===== src/lvs_pkg.sv =====
`timescale 1ns / 1ps
package lvs_pkg;

  localparam int unsigned SLOTS      = 5;
  localparam int unsigned STAMP_BITS = 32;
  localparam int unsigned SLOT_W     = 3;

  localparam logic [SLOT_W-1:0] SLOT_NONE = 3'd7;
  localparam logic [SLOT_W-1:0] SLOT_LAST = SLOT_W'(SLOTS - 1);

  typedef logic [SLOT_W-1:0]     slot_t;
  typedef logic [STAMP_BITS-1:0] stamp_t;
  typedef logic [SLOTS-1:0]      mask_t;

  typedef enum logic [1:0] {
    ST_IDLE,
    ST_SCAN,
    ST_UPDATE
  } state_e;

  typedef struct packed {
    logic load;
    logic step;
    logic commit;
  } lvs_cmd_t;

  typedef struct packed {
    logic last;
  } lvs_status_t;

endpackage


===== src/lru_victim_select.sv =====
`timescale 1ns / 1ps
// Picks the least recently used unlocked slot, excluding the current one,
// and stamps it. A request is taken when start is high and busy is low; the
// scan state compares the 5 slots one after another, the update state then
// stamps the victim and registers the result, and valid_o marks the result
// for a single cycle. The receiver cannot stall: sample the result when
// valid_o is high. A new request may be issued in the same cycle that
// valid_o is shown; busy holds off a new request while one is in flight.
module lru_victim_select (
  input  logic                  clk_i,
  input  logic                  rst_ni,
  input  logic                  start,
  output logic                  busy,
  input  logic [4:0]            lock_mask_i,
  output logic                  valid_o,
  output logic                  victim_found_o,
  output logic [2:0]            victim_slot_o,
  output logic [31:0]           victim_stamp_o,
  output logic                  prior_valid_o,
  output logic [2:0]            prior_slot_o
);
  import lvs_pkg::*;

  lvs_cmd_t    cmd;
  lvs_status_t status;

  lvs_ctrl u_ctrl (
    .clk_i    (clk_i),
    .rst_ni   (rst_ni),
    .start    (start),
    .busy     (busy),
    .valid_o  (valid_o),
    .status_i (status),
    .cmd_o    (cmd)
  );

  lvs_datapath u_datapath (
    .clk_i          (clk_i),
    .rst_ni         (rst_ni),
    .cmd_i          (cmd),
    .status_o       (status),
    .lock_mask_i    (lock_mask_i),
    .victim_found_o (victim_found_o),
    .victim_slot_o  (victim_slot_o),
    .victim_stamp_o (victim_stamp_o),
    .prior_valid_o  (prior_valid_o),
    .prior_slot_o   (prior_slot_o)
  );

endmodule


===== src/lvs_ctrl.sv =====
`timescale 1ns / 1ps
module lvs_ctrl (
  input  logic                clk_i,
  input  logic                rst_ni,
  input  logic                start,
  output logic                busy,
  output logic                valid_o,
  input  lvs_pkg::lvs_status_t status_i,
  output lvs_pkg::lvs_cmd_t    cmd_o
);
  import lvs_pkg::*;

  state_e state_q, state_d;
  logic   valid_q, valid_d;

  always_comb begin
    state_d = state_q;
    unique case (state_q)
      ST_IDLE: begin
        if (start) state_d = ST_SCAN;
      end
      ST_SCAN: begin
        if (status_i.last) state_d = ST_UPDATE;
      end
      ST_UPDATE: state_d = ST_IDLE;
      default:   state_d = ST_IDLE;
    endcase
  end

  always_comb begin
    cmd_o   = '0;
    busy    = 1'b1;
    valid_d = 1'b0;
    unique case (state_q)
      ST_IDLE: begin
        busy       = 1'b0;
        cmd_o.load = start;
      end
      ST_SCAN: cmd_o.step = 1'b1;
      ST_UPDATE: begin
        cmd_o.commit = 1'b1;
        valid_d      = 1'b1;
      end
      default: busy = 1'b1;
    endcase
  end

  always_ff @(posedge clk_i or negedge rst_ni) begin
    if (!rst_ni) begin
      state_q <= ST_IDLE;
      valid_q <= 1'b0;
    end else begin
      state_q <= state_d;
      valid_q <= valid_d;
    end
  end

  assign valid_o = valid_q;

endmodule


===== src/lvs_datapath.sv =====
`timescale 1ns / 1ps
module lvs_datapath (
  input  logic                 clk_i,
  input  logic                 rst_ni,
  input  lvs_pkg::lvs_cmd_t    cmd_i,
  output lvs_pkg::lvs_status_t status_o,
  input  lvs_pkg::mask_t       lock_mask_i,
  output logic                 victim_found_o,
  output lvs_pkg::slot_t       victim_slot_o,
  output lvs_pkg::stamp_t      victim_stamp_o,
  output logic                 prior_valid_o,
  output lvs_pkg::slot_t       prior_slot_o
);
  import lvs_pkg::*;

  stamp_t stamps_q [SLOTS];
  mask_t  mask_q;
  slot_t  idx_q, best_q, cur_q, prev_q, earlier_q;
  stamp_t best_stamp_q, base_q;
  logic   found_q;

  logic   res_found_q, res_prior_valid_q;
  slot_t  res_slot_q, res_prior_slot_q;
  stamp_t res_stamp_q;

  stamp_t rd_stamp;
  logic   have_cur, is_cur, eligible, take;
  stamp_t new_stamp;

  assign rd_stamp  = stamps_q[idx_q];
  assign have_cur  = (cur_q != SLOT_NONE);
  assign is_cur    = have_cur && (idx_q == cur_q);
  assign eligible  = !mask_q[idx_q] && !is_cur;
  assign take      = eligible && (rd_stamp <= best_stamp_q);
  assign new_stamp = base_q + STAMP_BITS'(1);

  assign status_o.last = (idx_q == SLOT_LAST);

  always_ff @(posedge clk_i or negedge rst_ni) begin
    if (!rst_ni) begin
      for (int i = 0; i < SLOTS; i++) stamps_q[i] <= '0;
      cur_q     <= SLOT_NONE;
      prev_q    <= SLOT_NONE;
      earlier_q <= SLOT_NONE;
    end else if (cmd_i.commit) begin
      earlier_q <= prev_q;
      prev_q    <= cur_q;
      cur_q     <= found_q ? best_q : SLOT_NONE;
      if (found_q) stamps_q[best_q] <= new_stamp;
    end
  end

  always_ff @(posedge clk_i) begin
    if (cmd_i.load) begin
      mask_q       <= lock_mask_i;
      idx_q        <= '0;
      best_q       <= SLOT_NONE;
      best_stamp_q <= '1;
      found_q      <= 1'b0;
      base_q       <= '0;
    end else if (cmd_i.step) begin
      if (!status_o.last) idx_q <= idx_q + SLOT_W'(1);
      if (take) begin
        best_q       <= idx_q;
        best_stamp_q <= rd_stamp;
        found_q      <= 1'b1;
      end
      if (is_cur) base_q <= rd_stamp;
    end
    if (cmd_i.commit) begin
      res_found_q       <= found_q;
      res_slot_q        <= found_q ? best_q : '0;
      res_stamp_q       <= found_q ? new_stamp : '0;
      res_prior_valid_q <= have_cur;
      res_prior_slot_q  <= have_cur ? cur_q : '0;
    end
  end

  assign victim_found_o = res_found_q;
  assign victim_slot_o  = res_slot_q;
  assign victim_stamp_o = res_stamp_q;
  assign prior_valid_o  = res_prior_valid_q;
  assign prior_slot_o   = res_prior_slot_q;

endmodule

===== config.mk =====
export PLATFORM = sky130hd
export DESIGN_NAME = lru_victim_select
export DESIGN_NICKNAME = d
export VERILOG_FILES = /design/src/lvs_pkg.sv /design/src/lru_victim_select.sv /design/src/lvs_ctrl.sv /design/src/lvs_datapath.sv
export SDC_FILE = /design/constraint.sdc
export NUM_CORES = 1
export LEC_CHECK = 0
export ABC_CLOCK_PERIOD_IN_PS = 8550
export BUFFER_PORTS_ARGS = -buffer_cell sky130_fd_sc_hd__buf_2
export CAP_MARGIN = 0
export CORE_UTILIZATION = 45
export CTS_CLUSTER_DIAMETER = 60
export DETAILED_ROUTE_END_ITERATION = 8
export REMOVE_ABC_BUFFERS = 1
export SETUP_SLACK_MARGIN = 0.2
export SKIP_CTS_REPAIR_TIMING = 1
export SLEW_MARGIN = 15
export SYNTH_ARGS = -nofsm -noshare
export SYNTH_HDL_FRONTEND = slang
export SYNTH_SLANG_ARGS = --single-unit

===== constraint.sdc =====
create_clock -name clk_i -period 8.55 [get_ports clk_i]
set_input_delay 1.2825 -clock clk_i [delete_from_list [all_inputs] [get_ports clk_i]]
set_output_delay 1.2825 -clock clk_i [all_outputs]
set_load 0.005 [all_outputs]

==> flow_summary_export.csv <==
group,metric,value,unit
run_status,outcome,"finished clean",
drt,firstDrtPassIters,5,
global_routing,grt_pass1_vias,8550,
clock_tree,clock_latency,550,ps
floorplan,dieWidth,169,um
logic_synthesis,synth_top_flop_cell,"dfrtp_1",
logic_synthesis,ys_ff_latch,282,
floorplan,dieArea,28600,um^2
global_routing,grt_max_degree,101,
logic_synthesis,syn_inst,1229,
global_routing,overflow,0,
flow_run,maxCapViolations,0,
clock_tree,cts_sinks,282,
clock_tree,cts-root-buf,"clkbuf_16",
drt,drt_wl_total,27400,um
drt,drc_errors,0,
logic_synthesis,synth_cell_types,52,
sta,rsz0062_at_grt,"no",
cells_and_area,fin_area,14000,um^2
floorplan,io_pins,50,
sta,fin_skew,13.6,ps
drt,drt-vias-per-instance,5.24,
logic_synthesis,synth_fa_ha_area_share,3.48,%
logic_synthesis,synth-edff-count,45,
setup_path,critPathArrivalTime,5120,ps
sta,maxSlewViolCount,0,
sta,setup_viol,0,
cells_and_area,area_growth,11.3,%
setup_path,critical_path_class,"reg -> reg",
drt,vias,8622,
global_routing,grt_pass1_wl,45700,um
cells_and_area,num_antenna_cells,0,
logic_synthesis,ys_seq_area_share,55.1,%
logic_synthesis,async_flop_share,58.9,%
sta,fin_tns_setup,0,ps
drt,drtIter0Drc,631,
power_and_ir_drop,ir_drop,183,uV
sta,relSlewSlack,26.7,%
floorplan,rows,60,
setup_path,crit_path_start_kind,"flip-flop",
logic_synthesis,ys_warn_count,0,
floorplan,start_util,46.3,%
placed_design,port_buffers,49,
logic_synthesis,synth_xor_area_share,2.16,%
logic_synthesis,synth_top_family_by_area,"simple AND/OR/NAND/NOR gates",
logic_synthesis,synth.area.top_cells,"dfrtp_1 32%, dfxtp_1 11%, edfxtp_1 11%",
cells_and_area,num-nets-final,1291,
sta,min_period,4710,ps
clock_tree,cts_buffers,31,
logic_synthesis,synthesis.area,12600,um^2
sta,clock.fmax,0.212,GHz
logic_synthesis,synth-compound-area-share,12.1,%
logic_synthesis,syn_area_per_cell,10.2,um^2
power_and_ir_drop,leakagePower,6.11,nW
placed_design,gp_congestion,0.817,
placed_design,place_hpwl,17400,um
setup_path,critPathRequiredTime,8960,ps
placed_design,place_area,13000,um^2
logic_synthesis,synth_top_area_cell,"dfrtp_1",
sta,post-route-period-util,55.1,%
drt,wl_per_cell,16.7,um
clock_tree,clk_path_buf_depth,3,
logic_synthesis,synthSimpleGateAreaFrac,15.5,%
cells_and_area,final_layout_size_suffix_gt1_share,14.9,%
floorplan,coreArea,27200,um^2
sta,hold_violations,0,
floorplan,fp.dieH,169,um
logic_synthesis,synth_top_area_share,32.5,%
logic_synthesis,synth_mux_area_share,6.60,%
clock_tree,clk_pin_slew,60,ps
global_routing,antenna_found_initial,0,
clock_tree,cts_tree,"yes",
drt,antenna_left,0,
global_routing,grt.total_usage,19.8,%
clock_tree,htree_levels,1,
sta,max_slew.worst_pin.slew,1100,ps
setup_path,cp_max_fo,25,
setup_path,end_kind,"flip-flop",
power_and_ir_drop,power_density,365,nW/um^2
hold_path,hold_class,"reg -> reg",
worst max-delay path, stage by stage, from the launching register on:
cell	delay, ps
dfxtp_2	530
buf_4	380
nor3_2	900
buf_4	410
a22o_2	220
ha_1	250
nand4_1	200
a211oi_1	70
or4_1	530
a22o_1	200
or2_1	400
buf_4	320
mux2i_1	140
sequential cells by signal (all words and copies together) (netlist names), 5 cells and up:
register                   flops
u_datapath.stamps_q          160
u_datapath.base_q             32
u_datapath.best_stamp_q       32
u_datapath.victim_stamp_o     32
u_datapath.mask_q              5
through the flow:
stage	instances	worst slack, ps	hold WS (ps)	power, mW	util [%]
after floorplan	1153	2440	437	3.29	-
after global placement	1587	3940	457	3.76	47.7
after detailed placement	1587	3800	465	3.81	47.7
after CTS	1644	3770	478	5.16	51.5
after global routing	1644	3480	492	5.48	51.5
final	1644	3840	476	5.10	51.5
layer usage:
layer | vias to the layer above | wire (um) | GRT usage [%]
li1 | 4305 | - | -
met1 | 4169 | 13300 | 28.2
met2 | 114 | 12800 | 32.6
met3 | 34 | 802 | 2.47
met4 | 0 | 520 | 4.03
met5 | - | 0 | 0
where the power goes:
group	leakage (nW)	switching, mW	total (mW)	internal (mW)
registers	3.29	0.302	2.10	1.80
logic	2.32	1.00	1.67	0.670
clock network	0.500	0.529	1.33	0.799
total	6.11	1.83	5.10	3.27
kinds of logic (layout without fill, tap and decap cells):
family	after synthesis	count (layout)
AND/OR/NAND/NOR	457	457
AO/OA/AOI/OAI	263	263
buffers and inverters	120	163
multiplexers	41	41
XOR/XNOR	31	31
flip-flops	282	282
adder cells (fa/ha/maj)	35	35
cell usage after synthesis, types with 4 or more instances:
master,count
edfxtp_1,45
a22o_2,24
dfxtp_1,71
and2_1,6
mux2_2,5
clkbuf_8,10
mux4_2,33
nor3_1,71
nand3_1,21
ha_1,35
a22o_1,10
xor2_1,20
buf_6,4
o21ai_0,99
inv_1,42
clkbuf_1,52
nand4_1,14
dfrtp_1,163
nand2_1,117
a21oi_1,110
and3_1,7
nor2_1,206
buf_2,5
xnor2_1,11
worst paths after layout:
kind	from	end	slack (ps)	depth (start not counted)
setup / recovery	u_datapath.idx_q[0]	u_datapath.best_stamp_q[0]	3840	12
hold / removal	u_datapath.stamps_q[64]	u_datapath.stamps_q[64]	480	2
setup reg to reg	u_datapath.idx_q[0]	u_datapath.best_stamp_q[0]	3840	12
hold reg to reg	u_datapath.stamps_q[64]	u_datapath.stamps_q[64]	480	2
max in group asynchronous	rst_ni	u_datapath.stamps_q[75]	6330	2
min in group asynchronous	rst_ni	u_ctrl.valid_o	820	1
area by class of cell:
cell class,count,area [um^2]
Timing Repair Buffer,62,349
Clock inverter,7,92.6
Fill cell,2497,13200
Tap cell,372,465
Multi-Input combinational cell,827,5060
Inverter,44,165
Sequential cell,282,6930
Clock buffer,50,928
layout by cell type (no fill, tap or decap), types with 3 or more instances in the layout:
master	n
a21oi_1	110
a22o_1	10
a22o_2	24
a31oi_1	3
and2_1	6
and3_1	5
and4_1	3
buf_2	48
buf_4	13
clkbuf_1	12
clkbuf_16	32
clkbuf_8	6
clkinv_2	3
dfrtp_1	163
dfstp_2	3
dfxtp_1	69
edfxtp_1	45
ha_1	35
inv_1	41
mux2_2	5
mux2i_1	3
mux4_2	33
nand2_1	116
nand3_1	19
nand4_1	14
nor2_1	204
nor3_1	69
nor4_1	3
o21ai_0	99
xnor2_1	11
xor2_1	20
(Power assumes the default switching activity.)
